`src/rtl/core/gcr_pkg.sv`:
```
`timescale 1ns / 1ps
package gcr_pkg;

  localparam int AUX_NIBBLES = 86;
  localparam int AUX_AW = $clog2(AUX_NIBBLES);
  localparam logic [8:0] MAIN_END = 9'(AUX_NIBBLES + 256);
  localparam logic [7:0] FULL_TRACK_SUM = 8'd136;

  localparam logic [7:0] PRO_D5 = 8'hD5;
  localparam logic [7:0] PRO_AA = 8'hAA;
  localparam logic [7:0] PRO_ADDR = 8'h96;
  localparam logic [7:0] PRO_DATA = 8'hAD;

  localparam logic [1:0] OP_BIT = 2'd0;
  localparam logic [1:0] OP_BEGIN = 2'd1;
  localparam logic [1:0] OP_SUMMARY = 2'd2;

  localparam logic [1:0] KIND_DATA = 2'd0;
  localparam logic [1:0] KIND_SECTOR = 2'd1;
  localparam logic [1:0] KIND_FATAL = 2'd2;
  localparam logic [1:0] KIND_SUMMARY = 2'd3;

  localparam logic [2:0] ST_OK = 3'd0;
  localparam logic [2:0] ST_ADDR_CKSUM = 3'd1;
  localparam logic [2:0] ST_TRACK = 3'd2;
  localparam logic [2:0] ST_BAD_NIBBLE = 3'd3;
  localparam logic [2:0] ST_DATA_CKSUM = 3'd4;
  localparam logic [2:0] ST_NO_ADDR = 3'd5;
  localparam logic [2:0] ST_MISSING = 3'd6;

  typedef enum logic [1:0] {
    REQ_NIBBLE,
    REQ_BEGIN,
    REQ_SUMMARY
  } req_kind_t;

  typedef struct packed {
    req_kind_t  kind;
    logic [7:0] nib;
  } req_t;

  typedef struct packed {
    logic [1:0]  result_kind;
    logic [3:0]  sector_number;
    logic [7:0]  byte_index;
    logic [7:0]  data_byte;
    logic [2:0]  status_code;
    logic [15:0] done_mask;
  } result_t;

  localparam logic [7:0] GCR_VALID [64] = '{
    8'h96, 8'h97, 8'h9A, 8'h9B, 8'h9D, 8'h9E, 8'h9F, 8'hA6,
    8'hA7, 8'hAB, 8'hAC, 8'hAD, 8'hAE, 8'hAF, 8'hB2, 8'hB3,
    8'hB4, 8'hB5, 8'hB6, 8'hB7, 8'hB9, 8'hBA, 8'hBB, 8'hBC,
    8'hBD, 8'hBE, 8'hBF, 8'hCB, 8'hCD, 8'hCE, 8'hCF, 8'hD3,
    8'hD6, 8'hD7, 8'hD9, 8'hDA, 8'hDB, 8'hDC, 8'hDD, 8'hDE,
    8'hDF, 8'hE5, 8'hE6, 8'hE7, 8'hE9, 8'hEA, 8'hEB, 8'hEC,
    8'hED, 8'hEE, 8'hEF, 8'hF2, 8'hF3, 8'hF4, 8'hF5, 8'hF6,
    8'hF7, 8'hF9, 8'hFA, 8'hFB, 8'hFC, 8'hFD, 8'hFE, 8'hFF
  };

  // physical sector of each logical sector number
  localparam logic [3:0] PHYS_OF_SEC [16] = '{
    4'd0, 4'd7, 4'd14, 4'd6, 4'd13, 4'd5, 4'd12, 4'd4,
    4'd11, 4'd3, 4'd10, 4'd2, 4'd9, 4'd1, 4'd8, 4'd15
  };

  // 6-bit value, bit 6 set for an invalid nibble
  function automatic logic [6:0] gcr_decode(input logic [7:0] nib);
    logic [6:0] res;
    logic       hit;
    res = 7'h40;
    hit = 1'b0;
    for (int k = 0; k < 64; k++) begin
      if (!hit && GCR_VALID[k] == nib) begin
        res = 7'(k);
        hit = 1'b1;
      end
    end
    return res;
  endfunction

  function automatic logic [7:0] decode44(input logic [7:0] a, input logic [7:0] b);
    return ({a[6:0], 1'b0} & 8'hAA) | (b & 8'h55);
  endfunction

endpackage

```
`src/rtl/core/gcr_if.sv`:
```
`timescale 1ns / 1ps
interface gcr_in_if;
  logic       valid;
  logic       ready;
  logic [1:0] operation;
  logic       track_bit;
  modport source (output valid, output operation, output track_bit, input ready);
  modport sink (input valid, input operation, input track_bit, output ready);
endinterface

interface gcr_out_if;
  logic        valid;
  logic        ready;
  logic [1:0]  result_kind;
  logic [3:0]  sector_number;
  logic [7:0]  byte_index;
  logic [7:0]  data_byte;
  logic [2:0]  status_code;
  logic [15:0] done_mask;
  modport source (output valid, output result_kind, output sector_number, output byte_index,
                  output data_byte, output status_code, output done_mask, input ready);
  modport sink (input valid, input result_kind, input sector_number, input byte_index,
                input data_byte, input status_code, input done_mask, output ready);
endinterface

```
`src/rtl/core/gcr_ram.sv`:
```
`timescale 1ns / 1ps
module gcr_ram #(
  parameter int WIDTH = 6,
  parameter int DEPTH = 86
) (
  input  logic                     clk,
  input  logic                     we,
  input  logic [$clog2(DEPTH)-1:0] waddr,
  input  logic [WIDTH-1:0]         wdata,
  input  logic [$clog2(DEPTH)-1:0] raddr,
  output logic [WIDTH-1:0]         rdata
);
  logic [WIDTH-1:0] mem [DEPTH];

  always_ff @(posedge clk) begin
    if (we) mem[waddr] <= wdata;
    rdata <= mem[raddr];
  end
endmodule

```
`src/rtl/core/gcr_front.sv`:
```
`timescale 1ns / 1ps
module gcr_front (
  input  logic          clk,
  input  logic          rst_n,
  input  logic          acc,
  input  logic [1:0]    operation,
  input  logic          track_bit,
  output logic          push,
  output gcr_pkg::req_t push_req
);
  import gcr_pkg::*;

  logic [7:0] window_r, window_nxt, shifted;

  assign shifted = {window_r[6:0], track_bit};

  always_comb begin
    window_nxt = window_r;
    push = 1'b0;
    push_req.kind = REQ_NIBBLE;
    push_req.nib = shifted;
    if (acc) begin
      case (operation)
        OP_BIT: begin
          if (shifted[7]) begin
            window_nxt = '0;
            push = 1'b1;
          end else begin
            window_nxt = shifted;
          end
        end
        OP_BEGIN: begin
          window_nxt = '0;
          push = 1'b1;
          push_req.kind = REQ_BEGIN;
        end
        OP_SUMMARY: begin
          push = 1'b1;
          push_req.kind = REQ_SUMMARY;
        end
        default: ;
      endcase
    end
  end

  always_ff @(posedge clk) begin
    if (!rst_n) window_r <= '0;
    else window_r <= window_nxt;
  end
endmodule

```
`src/rtl/core/gcr_fifo.sv`:
```
`timescale 1ns / 1ps
module gcr_fifo (
  input  logic          clk,
  input  logic          rst_n,
  input  logic          push,
  input  gcr_pkg::req_t push_req,
  input  logic          pop,
  output logic          not_full,
  output logic          not_empty,
  output gcr_pkg::req_t head
);
  import gcr_pkg::*;

  req_t       slot_r [2];
  logic       wp_r, rp_r;
  logic [1:0] cnt_r;

  assign not_full = cnt_r != 2'd2;
  assign not_empty = cnt_r != 2'd0;
  assign head = slot_r[rp_r];

  always_ff @(posedge clk) begin
    if (push) slot_r[wp_r] <= push_req;
    if (!rst_n) begin
      wp_r <= 1'b0;
      rp_r <= 1'b0;
      cnt_r <= '0;
    end else begin
      if (push) wp_r <= ~wp_r;
      if (pop) rp_r <= ~rp_r;
      cnt_r <= cnt_r + 2'(push) - 2'(pop);
    end
  end
endmodule

```
`src/rtl/core/gcr_back.sv`:
```
`timescale 1ns / 1ps
module gcr_back (
  input  logic             clk,
  input  logic             rst_n,
  input  logic             req_valid,
  input  gcr_pkg::req_t    req,
  output logic             pop,
  input  logic [7:0]       expected_track,
  output logic             res_valid,
  output gcr_pkg::result_t res,
  input  logic             res_ready
);
  import gcr_pkg::*;

  typedef enum logic [1:0] {
    S_ADDR_SYNC,
    S_ADDR_FIELD,
    S_DATA_SYNC,
    S_DATA_FIELD
  } stage_t;

  stage_t      stage_r, stage_nxt;
  logic [1:0]  match_r, match_nxt;
  logic [8:0]  idx_r, idx_nxt;
  logic [7:0]  addr_r [8];
  logic [5:0]  cksum_r, cksum_nxt;
  logic [3:0]  phys_r, phys_nxt, logi_r, logi_nxt;
  logic        err_r, err_nxt;
  logic [15:0] mask_r, mask_nxt;
  logic [7:0]  sum_r, sum_nxt;
  logic        seen_r, seen_nxt, halt_r, halt_nxt;
  logic [AUX_AW-1:0] ent_r, ent_nxt, ent_inc, raddr, waddr;
  logic [1:0]  grp_r, grp_nxt;
  logic        out_v_r, res_load;
  result_t     out_r, res_nxt;

  logic [7:0]  nib, sig, vol, trk, sec, ck;
  logic [6:0]  dv;
  logic        we, addr_wr;
  logic [5:0]  aux_rd, wdata;
  logic [1:0]  pair;

  assign pop = req_valid && (!out_v_r || res_ready);
  assign res_valid = out_v_r;
  assign res = out_r;
  assign nib = req.nib;
  assign dv = gcr_decode(nib);
  assign vol = decode44(addr_r[0], addr_r[1]);
  assign trk = decode44(addr_r[2], addr_r[3]);
  assign sec = decode44(addr_r[4], addr_r[5]);
  assign ck = decode44(addr_r[6], nib);
  assign ent_inc = (ent_r == AUX_AW'(AUX_NIBBLES - 1)) ? '0 : ent_r + 1'b1;
  assign pair = aux_rd[2*grp_r +: 2];
  assign waddr = idx_r[AUX_AW-1:0];

  gcr_ram #(.WIDTH(6), .DEPTH(AUX_NIBBLES)) u_aux (
    .clk(clk), .we(we), .waddr(waddr), .wdata(wdata), .raddr(raddr), .rdata(aux_rd)
  );

  always_comb begin
    stage_nxt = stage_r;
    match_nxt = match_r;
    idx_nxt = idx_r;
    cksum_nxt = cksum_r;
    phys_nxt = phys_r;
    logi_nxt = logi_r;
    err_nxt = err_r;
    mask_nxt = mask_r;
    sum_nxt = sum_r;
    seen_nxt = seen_r;
    halt_nxt = halt_r;
    ent_nxt = ent_r;
    grp_nxt = grp_r;
    raddr = ent_r;
    we = 1'b0;
    wdata = cksum_r ^ dv[5:0];
    addr_wr = 1'b0;
    res_load = 1'b0;
    res_nxt = '0;
    sig = (stage_r == S_ADDR_SYNC) ? PRO_ADDR : PRO_DATA;
    if (pop) begin
      case (req.kind)
        REQ_BEGIN: begin
          stage_nxt = S_ADDR_SYNC;
          match_nxt = '0;
          idx_nxt = '0;
          cksum_nxt = '0;
          phys_nxt = '0;
          logi_nxt = '0;
          err_nxt = 1'b0;
          mask_nxt = '0;
          sum_nxt = '0;
          seen_nxt = 1'b0;
          halt_nxt = 1'b0;
        end
        REQ_SUMMARY: begin
          res_load = 1'b1;
          res_nxt.result_kind = KIND_SUMMARY;
          res_nxt.status_code = !seen_r ? ST_NO_ADDR :
                                (sum_r != FULL_TRACK_SUM ? ST_MISSING : ST_OK);
          res_nxt.done_mask = mask_r;
        end
        REQ_NIBBLE: begin
          if (!halt_r) begin
            case (stage_r)
              S_ADDR_FIELD: begin
                addr_wr = 1'b1;
                idx_nxt = idx_r + 1'b1;
                if (idx_r[2:0] == 3'd7) begin
                  idx_nxt = '0;
                  if (ck != (vol ^ trk ^ sec) || sec[7:4] != 4'd0) begin
                    halt_nxt = 1'b1;
                    res_load = 1'b1;
                    res_nxt.result_kind = KIND_FATAL;
                    res_nxt.sector_number = sec[3:0];
                    res_nxt.status_code = ST_ADDR_CKSUM;
                    res_nxt.done_mask = mask_r;
                  end else if (trk != expected_track) begin
                    halt_nxt = 1'b1;
                    res_load = 1'b1;
                    res_nxt.result_kind = KIND_FATAL;
                    res_nxt.sector_number = sec[3:0];
                    res_nxt.status_code = ST_TRACK;
                    res_nxt.done_mask = mask_r;
                  end else begin
                    logi_nxt = sec[3:0];
                    phys_nxt = PHYS_OF_SEC[sec[3:0]];
                    stage_nxt = S_DATA_SYNC;
                    match_nxt = '0;
                  end
                end
              end
              S_DATA_FIELD: begin
                idx_nxt = idx_r + 1'b1;
                err_nxt = err_r | dv[6];
                if (idx_r < 9'(AUX_NIBBLES)) begin
                  if (!err_nxt) begin
                    cksum_nxt = cksum_r ^ dv[5:0];
                    we = 1'b1;
                  end
                end else if (idx_r < MAIN_END) begin
                  // prefetch the aux entry for the next main nibble
                  raddr = ent_inc;
                  ent_nxt = ent_inc;
                  if (ent_r == AUX_AW'(AUX_NIBBLES - 1)) grp_nxt = grp_r + 1'b1;
                  if (!err_nxt) begin
                    cksum_nxt = cksum_r ^ dv[5:0];
                    res_load = 1'b1;
                    res_nxt.result_kind = KIND_DATA;
                    res_nxt.sector_number = phys_r;
                    res_nxt.byte_index = 8'(idx_r - 9'(AUX_NIBBLES));
                    res_nxt.data_byte = {cksum_nxt, pair[0], pair[1]};
                    res_nxt.done_mask = mask_r;
                  end
                end else begin
                  res_load = 1'b1;
                  res_nxt.result_kind = KIND_SECTOR;
                  res_nxt.sector_number = phys_r;
                  if (err_nxt) res_nxt.status_code = ST_BAD_NIBBLE;
                  else if (dv[5:0] != cksum_r) res_nxt.status_code = ST_DATA_CKSUM;
                  else begin
                    res_nxt.status_code = ST_OK;
                    mask_nxt = mask_r | (16'd1 << logi_r);
                    sum_nxt = sum_r + 8'(phys_r) + 8'd1;
                  end
                  res_nxt.done_mask = mask_nxt;
                  stage_nxt = S_ADDR_SYNC;
                  match_nxt = '0;
                  idx_nxt = '0;
                  cksum_nxt = '0;
                  err_nxt = 1'b0;
                end
              end
              default: begin
                // prologue search: a mismatch drops the count, no recheck
                if (match_r == 2'd0 && nib == PRO_D5) match_nxt = 2'd1;
                else if (match_r == 2'd1 && nib == PRO_AA) match_nxt = 2'd2;
                else if (match_r == 2'd2 && nib == sig) begin
                  match_nxt = '0;
                  idx_nxt = '0;
                  if (stage_r == S_ADDR_SYNC) begin
                    stage_nxt = S_ADDR_FIELD;
                    seen_nxt = 1'b1;
                  end else begin
                    stage_nxt = S_DATA_FIELD;
                    cksum_nxt = '0;
                    err_nxt = 1'b0;
                    ent_nxt = '0;
                    grp_nxt = '0;
                    raddr = '0;
                  end
                end else match_nxt = '0;
              end
            endcase
          end
        end
        default: ;
      endcase
    end
  end

  always_ff @(posedge clk) begin
    if (addr_wr) addr_r[idx_r[2:0]] <= nib;
    if (res_load) out_r <= res_nxt;
    if (!rst_n) begin
      stage_r <= S_ADDR_SYNC;
      match_r <= '0;
      idx_r <= '0;
      cksum_r <= '0;
      phys_r <= '0;
      logi_r <= '0;
      err_r <= 1'b0;
      mask_r <= '0;
      sum_r <= '0;
      seen_r <= 1'b0;
      halt_r <= 1'b0;
      ent_r <= '0;
      grp_r <= '0;
      out_v_r <= 1'b0;
    end else begin
      stage_r <= stage_nxt;
      match_r <= match_nxt;
      idx_r <= idx_nxt;
      cksum_r <= cksum_nxt;
      phys_r <= phys_nxt;
      logi_r <= logi_nxt;
      err_r <= err_nxt;
      mask_r <= mask_nxt;
      sum_r <= sum_nxt;
      seen_r <= seen_nxt;
      halt_r <= halt_nxt;
      ent_r <= ent_nxt;
      grp_r <= grp_nxt;
      if (res_load) out_v_r <= 1'b1;
      else if (res_ready) out_v_r <= 1'b0;
    end
  end
endmodule

```
`src/rtl/core/gcr_track_bitstream_decoder.sv`:
```
`timescale 1ns / 1ps
// GCR track decoder: one request per cycle in while the queue has room, at most one result per request out.
// A result is registered first in the queue and then in the result register, and waits longer under stall.
// Throughput: 1 request per cycle while the queue has room; a two-entry queue parts bit assembly from sector parsing.
// Reset (rst_n low, synchronous) clears all control state and expected_track; the aux
// store holds no reset value and is always written before it is read.
module gcr_track_bitstream_decoder (
  input  logic       clk,
  input  logic       rst_n,
  gcr_in_if.sink     in_ch,
  gcr_out_if.source  out_ch,
  input  logic       cfg_wr_en,
  input  logic [7:0] cfg_wr_data
);
  import gcr_pkg::*;

  logic       acc, push, q_full_n, q_valid, pop, res_valid;
  req_t       push_req, head;
  result_t    res;
  logic [7:0] exp_track_r;

  // accept whenever the queue has room; the front never stalls otherwise
  assign in_ch.ready = q_full_n;
  assign acc = in_ch.valid && q_full_n;

  // hold the expected track number; the user must write it only while idle, the block does not enforce this
  always_ff @(posedge clk) begin
    if (!rst_n) exp_track_r <= '0;
    else if (cfg_wr_en) exp_track_r <= cfg_wr_data;
  end

  // front: shift bits, cut nibbles, classify requests
  gcr_front u_front (
    .clk(clk), .rst_n(rst_n), .acc(acc), .operation(in_ch.operation),
    .track_bit(in_ch.track_bit), .push(push), .push_req(push_req)
  );

  gcr_fifo u_fifo (
    .clk(clk), .rst_n(rst_n), .push(push), .push_req(push_req), .pop(pop),
    .not_full(q_full_n), .not_empty(q_valid), .head(head)
  );

  // back: prologue search, address and data fields, result register
  gcr_back u_back (
    .clk(clk), .rst_n(rst_n), .req_valid(q_valid), .req(head), .pop(pop),
    .expected_track(exp_track_r), .res_valid(res_valid), .res(res),
    .res_ready(out_ch.ready)
  );

  assign out_ch.valid = res_valid;
  assign out_ch.result_kind = res.result_kind;
  assign out_ch.sector_number = res.sector_number;
  assign out_ch.byte_index = res.byte_index;
  assign out_ch.data_byte = res.data_byte;
  assign out_ch.status_code = res.status_code;
  assign out_ch.done_mask = res.done_mask;
endmodule
```
`src/flat_wrapper.sv`:
```
// flat-port wrapper written by rule: the top's interface ports become plain ports
module gcr_track_bitstream_decoder_flat import gcr_pkg::*;
  (clk, rst_n, cfg_wr_en, cfg_wr_data, in_ch_valid, in_ch_operation, in_ch_track_bit, in_ch_ready, out_ch_valid, out_ch_result_kind, out_ch_sector_number, out_ch_byte_index, out_ch_data_byte, out_ch_status_code, out_ch_done_mask, out_ch_ready);
  gcr_in_if in_ch_i ();
  gcr_out_if out_ch_i ();
  input  logic clk;
  input  logic rst_n;
  input  logic cfg_wr_en;
  input  logic [7:0] cfg_wr_data;
  input wire logic [$bits(in_ch_i.valid)-1:0] in_ch_valid;
  input wire logic [$bits(in_ch_i.operation)-1:0] in_ch_operation;
  input wire logic [$bits(in_ch_i.track_bit)-1:0] in_ch_track_bit;
  output wire logic [$bits(in_ch_i.ready)-1:0] in_ch_ready;
  output wire logic [$bits(out_ch_i.valid)-1:0] out_ch_valid;
  output wire logic [$bits(out_ch_i.result_kind)-1:0] out_ch_result_kind;
  output wire logic [$bits(out_ch_i.sector_number)-1:0] out_ch_sector_number;
  output wire logic [$bits(out_ch_i.byte_index)-1:0] out_ch_byte_index;
  output wire logic [$bits(out_ch_i.data_byte)-1:0] out_ch_data_byte;
  output wire logic [$bits(out_ch_i.status_code)-1:0] out_ch_status_code;
  output wire logic [$bits(out_ch_i.done_mask)-1:0] out_ch_done_mask;
  input wire logic [$bits(out_ch_i.ready)-1:0] out_ch_ready;
  assign in_ch_i.valid = in_ch_valid;
  assign in_ch_i.operation = in_ch_operation;
  assign in_ch_i.track_bit = in_ch_track_bit;
  assign in_ch_ready = in_ch_i.ready;
  assign out_ch_valid = out_ch_i.valid;
  assign out_ch_result_kind = out_ch_i.result_kind;
  assign out_ch_sector_number = out_ch_i.sector_number;
  assign out_ch_byte_index = out_ch_i.byte_index;
  assign out_ch_data_byte = out_ch_i.data_byte;
  assign out_ch_status_code = out_ch_i.status_code;
  assign out_ch_done_mask = out_ch_i.done_mask;
  assign out_ch_i.ready = out_ch_ready;
  gcr_track_bitstream_decoder u_core (.clk(clk), .rst_n(rst_n), .in_ch(in_ch_i), .out_ch(out_ch_i), .cfg_wr_en(cfg_wr_en), .cfg_wr_data(cfg_wr_data));
endmodule
```
`config.mk`:
```
export PLATFORM = sky130hd
export DESIGN_NAME = gcr_track_bitstream_decoder_flat
export DESIGN_NICKNAME = d
export VERILOG_FILES = /design/src/rtl/core/gcr_pkg.sv /design/src/rtl/core/gcr_if.sv /design/src/rtl/core/gcr_ram.sv /design/src/rtl/core/gcr_front.sv /design/src/rtl/core/gcr_fifo.sv /design/src/rtl/core/gcr_back.sv /design/src/rtl/core/gcr_track_bitstream_decoder.sv /design/src/flat_wrapper.sv
export SDC_FILE = /design/constraint.sdc
export NUM_CORES = 1
export LEC_CHECK = 0
export ABC_AREA = 1
export ABC_CLOCK_PERIOD_IN_PS = 7000
export BUFFER_PORTS_ARGS = -buffer_cell sky130_fd_sc_hd__buf_4
export CORE_ASPECT_RATIO = 1.2
export CORE_MARGIN = 5
export CORE_UTILIZATION = 49
export CTS_CLUSTER_DIAMETER = 120
export DETAILED_ROUTE_END_ITERATION = 12
export PLACE_DENSITY_LB_ADDON = 0.12
export SLEW_MARGIN = 20
export SYNTH_ARGS = -nofsm -noshare
export SYNTH_HDL_FRONTEND = slang
export SYNTH_HIERARCHICAL = 1
export SYNTH_SLANG_ARGS = --single-unit
export TNS_END_PERCENT = 5
```
`constraint.sdc`:
```
create_clock -name clk -period 7 [get_ports clk]
set_clock_uncertainty 0.1 [all_clocks]
set_input_delay 0.35 -clock clk [delete_from_list [all_inputs] [get_ports clk]]
set_output_delay 0.35 -clock clk [all_outputs]
set_load 0.005 [all_outputs]
```
==> flow_summary.toml <==
[drt]
antenna_left = 0
vias = 22600
routedWlPerCell_um = 20.5
vias_per_cell = 5.63
wl_um = 82400
dr.pass1.iters = 6
drtIter0Drc = 1902
drc = 0

[worst_setup_path]
critPathMaxFanout = 12
critPathArrivalTime_ns = 6.65
crit_slowest_cell = "dfxtp_1"
required_ns = 7.14
reg2reg_setup_slack_ns = 0.49
cp_common_cell = "nor2_1"
critical_path_class = "register to register"
cpPeakStageDelay_ns = 0.70
cp-start-kind = "register"
crit_path_end_kind = "register"

[cells_and_area]
antenna_cells = 0
multi_input_area_um2 = 9720
layout.nets = 3172
fin_area_um2 = 34700
seq_area_um2 = 20000
layout-drive-gt1-share_pct = 8.79
area_delta_synth_final_pct = 11.2
fill_cells = 5494

[global_route]
grt_pass1_wl_um = 126000
antenna_found_initial = 0
grt_pass1_vias = 22300
grtUsageTotal_pct = 23.5
grt_max_degree = 182
globalRouteOverflowTotal = 0

[timing]
timing.final.max_slew_violations = 0
max_freq_mhz = 154
hold_violations = 0
rsz0062_at_grt = "yes"
setup_viol = 0
worst_slew_pin_slew_ns = 1.04
final.min_clock_period_ns = 6.51
timing.setup.tns_ns = 0
fin_crit_sh_pct = 93.0
relSlewSlack_pct = 30.3

[place]
routabilityCongestion = 0.908
dp_hpwl_um = 53300
place_area_um2 = 32300
port_buffers = 58

[power]
p_sw_share_pct = 28.0
clkPwrFrac_pct = 35.1
powerDensity_nw_per_um2 = 302
ir_worst_vdd_v = 0.000246
p_switching_w = 0.00294
intPower_w = 0.00755
p_comb_share_pct = 16.3
pwr-share-seq_pct = 48.6
p_leak_nw = 12.8

[yosys]
synthCells = 3091
synth_flop_cell = "edfxtp_1"
yosysWarnings = 6
synth_cell_types = 51
ys_ff_latch = 695
synth_nets = 3129
seq_area_frac_synth_pct = 63.9
synth-edff-count = 605
syn_avg_cell_area_um2 = 10.1
synthArstFlopShare_pct = 0
synth_area_um2 = 31200

[die]
fp.dieH_um = 287
start_util_pct = 49.4
dieArea_um2 = 68900
die_w_um = 240
row_count = 101
core_area_um2 = 63200
ios = 59

[hold_path]
hold_class = "primary input to register"

[clock_network]
post_cts_buffers = 0
cts_inserted_buffers = 69
cts_tree = "built"
clockRootBuffer = "clkbuf_16"
insertion_delay_ns = 0.60
path_clk_slew_ns = 0.06
cts.sinks = 695
h-tree-depth = 3
cts_buffer_depth = 3

[job]
drv_cap = 0

[run_status]
outcome = "finished clean"
placed cells by master (no fill, tap or decap), drive strengths merged, types with 6 or more instances in the layout:
cell / count
nor4: 23
dfxtp: 90
nand3: 423
nor3: 44
a211oi: 11
inv: 221
nand4: 39
clkbuf: 87
o31ai: 6
nor2: 358
xnor2: 21
a21oi: 76
mux2: 10
xor2: 14
buf: 92
o221ai: 18
o211ai: 6
nand2: 806
clkinv: 23
o21ai: 104
bufinv: 6
dlygate4sd3: 17
o22ai: 9
ha: 21
edfxtp: 605
clkinvlp: 8
a31oi: 21
power by group through the flow:
stage	Sequential [W]	Combinational [W]	Clock, W
2_1_floorplan	0.00521	0.000960	0
3_5_place_dp	0.00519	0.00171	0
4_1_cts	0.00510	0.00172	0.00375
5_1_grt	0.00511	0.00187	0.00392
6_report	0.00510	0.00171	0.00368
3_3_place_gp	0.00519	0.00171	0
stage by stage:
stage          utilization (%)  hold slack [ns]  power, W  setup WS (ns)  std cells
5_1_grt                   55.0           0.0485    0.0109         -0.110       4008
4_1_cts                   55.0          0.00133    0.0106          0.533       4008
6_report                  55.0           0.0341    0.0105          0.490       4008
2_1_floorplan                -            0.343   0.00617          0.651       3091
3_5_place_dp              51.1            0.376   0.00690          0.582       3870
3_3_place_gp              51.1            0.373   0.00689          0.589       3870
final timing paths:
path                                        from                                  endpoint  cells after the start
min                                    cfg_wr_en        u_core/exp_track_r[4]$_SDFFE_PN0P_                      3
max reg2reg                             register  u_core/u_back/u_aux/mem[53][0]$_DFFE_PP_                     37
max                                     register  u_core/u_back/u_aux/mem[53][0]$_DFFE_PP_                     37
min reg2reg  u_core/u_back/sum_r[0]$_SDFFE_PN0P_       u_core/u_back/sum_r[0]$_SDFFE_PN0P_                      2
routing by layer:
layer / wire (µm) / vias to the layer above / GRT usage [%] / part of all wire (%)
met5: 0 / - / 0 / 0
met4: 2770 / 0 / 8.50 / 3.4
met3: 5000 / 173 / 2.78 / 6.1
met2: 41700 / 831 / 41.5 / 51
met1: 32900 / 10900 / 29.9 / 40
li1: - / 10700 / - / -
cells by family (layout without fill, tap and decap cells):
group | after synthesis | after routing | share of synthesized area (%)
adders and majority gates | 22 | 22 | 0.905
AOI/OAI and AO/OA | 269 | 269 | 5.03
DFF | 695 | 695 | 63.9
xor gates and xnor gates | 35 | 35 | 0.981
buffers and inverters | 361 | 454 | 5.24
muxes | 10 | 10 | 0.481
and+or+nand+nor | 1699 | 1699 | 23.4
final cells by class:
class	count	share of cell area, %
well taps	824	2.97
clock buffers	87	5.41
flip-flops and latches	695	57.5
repair buffers	109	2.66
clock inverters	34	1.05
multi-input cells	2035	28.0
inverters	224	2.46
Yosys cell counts (4+ instances only):
| library cell | n | share of area (%) |
|---|---|---|
| nand4_1 | 37 | 0.74 |
| nor4_1 | 23 | 0.46 |
| xor2_1 | 14 | 0.39 |
| xnor2_1 | 21 | 0.59 |
| o21ai_0 | 84 | 1.3 |
| ha_1 | 21 | 0.84 |
| nor3b_1 | 4 | 0.096 |
| inv_2 | 16 | 0.19 |
| a211oi_1 | 11 | 0.26 |
| mux2_4 | 10 | 0.48 |
| a31oi_1 | 21 | 0.42 |
| clkinv_1 | 6 | 0.072 |
| o22ai_1 | 9 | 0.18 |
| nor2_2 | 8 | 0.16 |
| nor3_1 | 44 | 0.70 |
| edfxtp_1 | 605 | 58 |
| o21ai_1 | 20 | 0.32 |
| dfxtp_1 | 90 | 5.8 |
| nand2_4 | 10 | 0.36 |
| buf_1 | 8 | 0.096 |
| inv_1 | 200 | 2.4 |
| nand3_1 | 418 | 6.7 |
| nor2_1 | 350 | 4.2 |
| o221ai_1 | 18 | 0.50 |
| buf_4 | 24 | 0.58 |
| nand2_1 | 779 | 9.4 |
| o31ai_1 | 6 | 0.14 |
| buf_2 | 53 | 0.85 |
| buf_6 | 13 | 0.47 |
| nand3_2 | 5 | 0.16 |
| a21oi_1 | 76 | 1.2 |
| nand2_2 | 17 | 0.34 |
| o211ai_1 | 6 | 0.14 |
| clkbuf_1 | 37 | 0.44 |
| o32ai_1 | 4 | 0.11 |
sequential cells by signal, indices dropped and copies added (netlist names), named ones only:
name                       count
u_core/u_back/halt_r           1
u_core/u_back/cksum_r          6
u_core/u_back/phys_r           4
u_core/u_back/sum_r            8
u_core/u_fifo/rp_r             1
u_core/u_back/match_r          2
u_core/u_back/seen_r           1
u_core/u_back/u_aux/rdata      6
u_core/u_fifo/slot_r          20
u_core/u_back/u_aux/mem      516
u_core/u_fifo/cnt_r            2
u_core/u_back/stage_r          2
u_core/u_back/res_valid        1
u_core/u_back/grp_r            2
u_core/u_back/addr_r          28
u_core/u_front/window_r        7
u_core/u_back/mask_r          16
u_core/u_fifo/wp_r             1
u_core/u_back/res             41
u_core/u_back/err_r            1
u_core/u_back/ent_r            7
u_core/u_back/logi_r           4
u_core/u_back/idx_r            9
u_core/exp_track_r             8
critical path, delay by kind of cell (launching register included):
kind | cells | cell delay [ns]
AND/OR/NAND/NOR | 32 | 4.07
buffers and inverters | 4 | 0.85
flip-flops | 1 | 0.70
multiplexers | 1 | 0.42
timing repair:
action | 4_1_cts | 5_1_grt
hold buffers | 17 | 0
gates resized for setup | 0 | 6
endpoints found under the setup margin | 0 | 171
endpoints found under the hold margin | 11 | 0
Power figures use the tool's default switching activity.
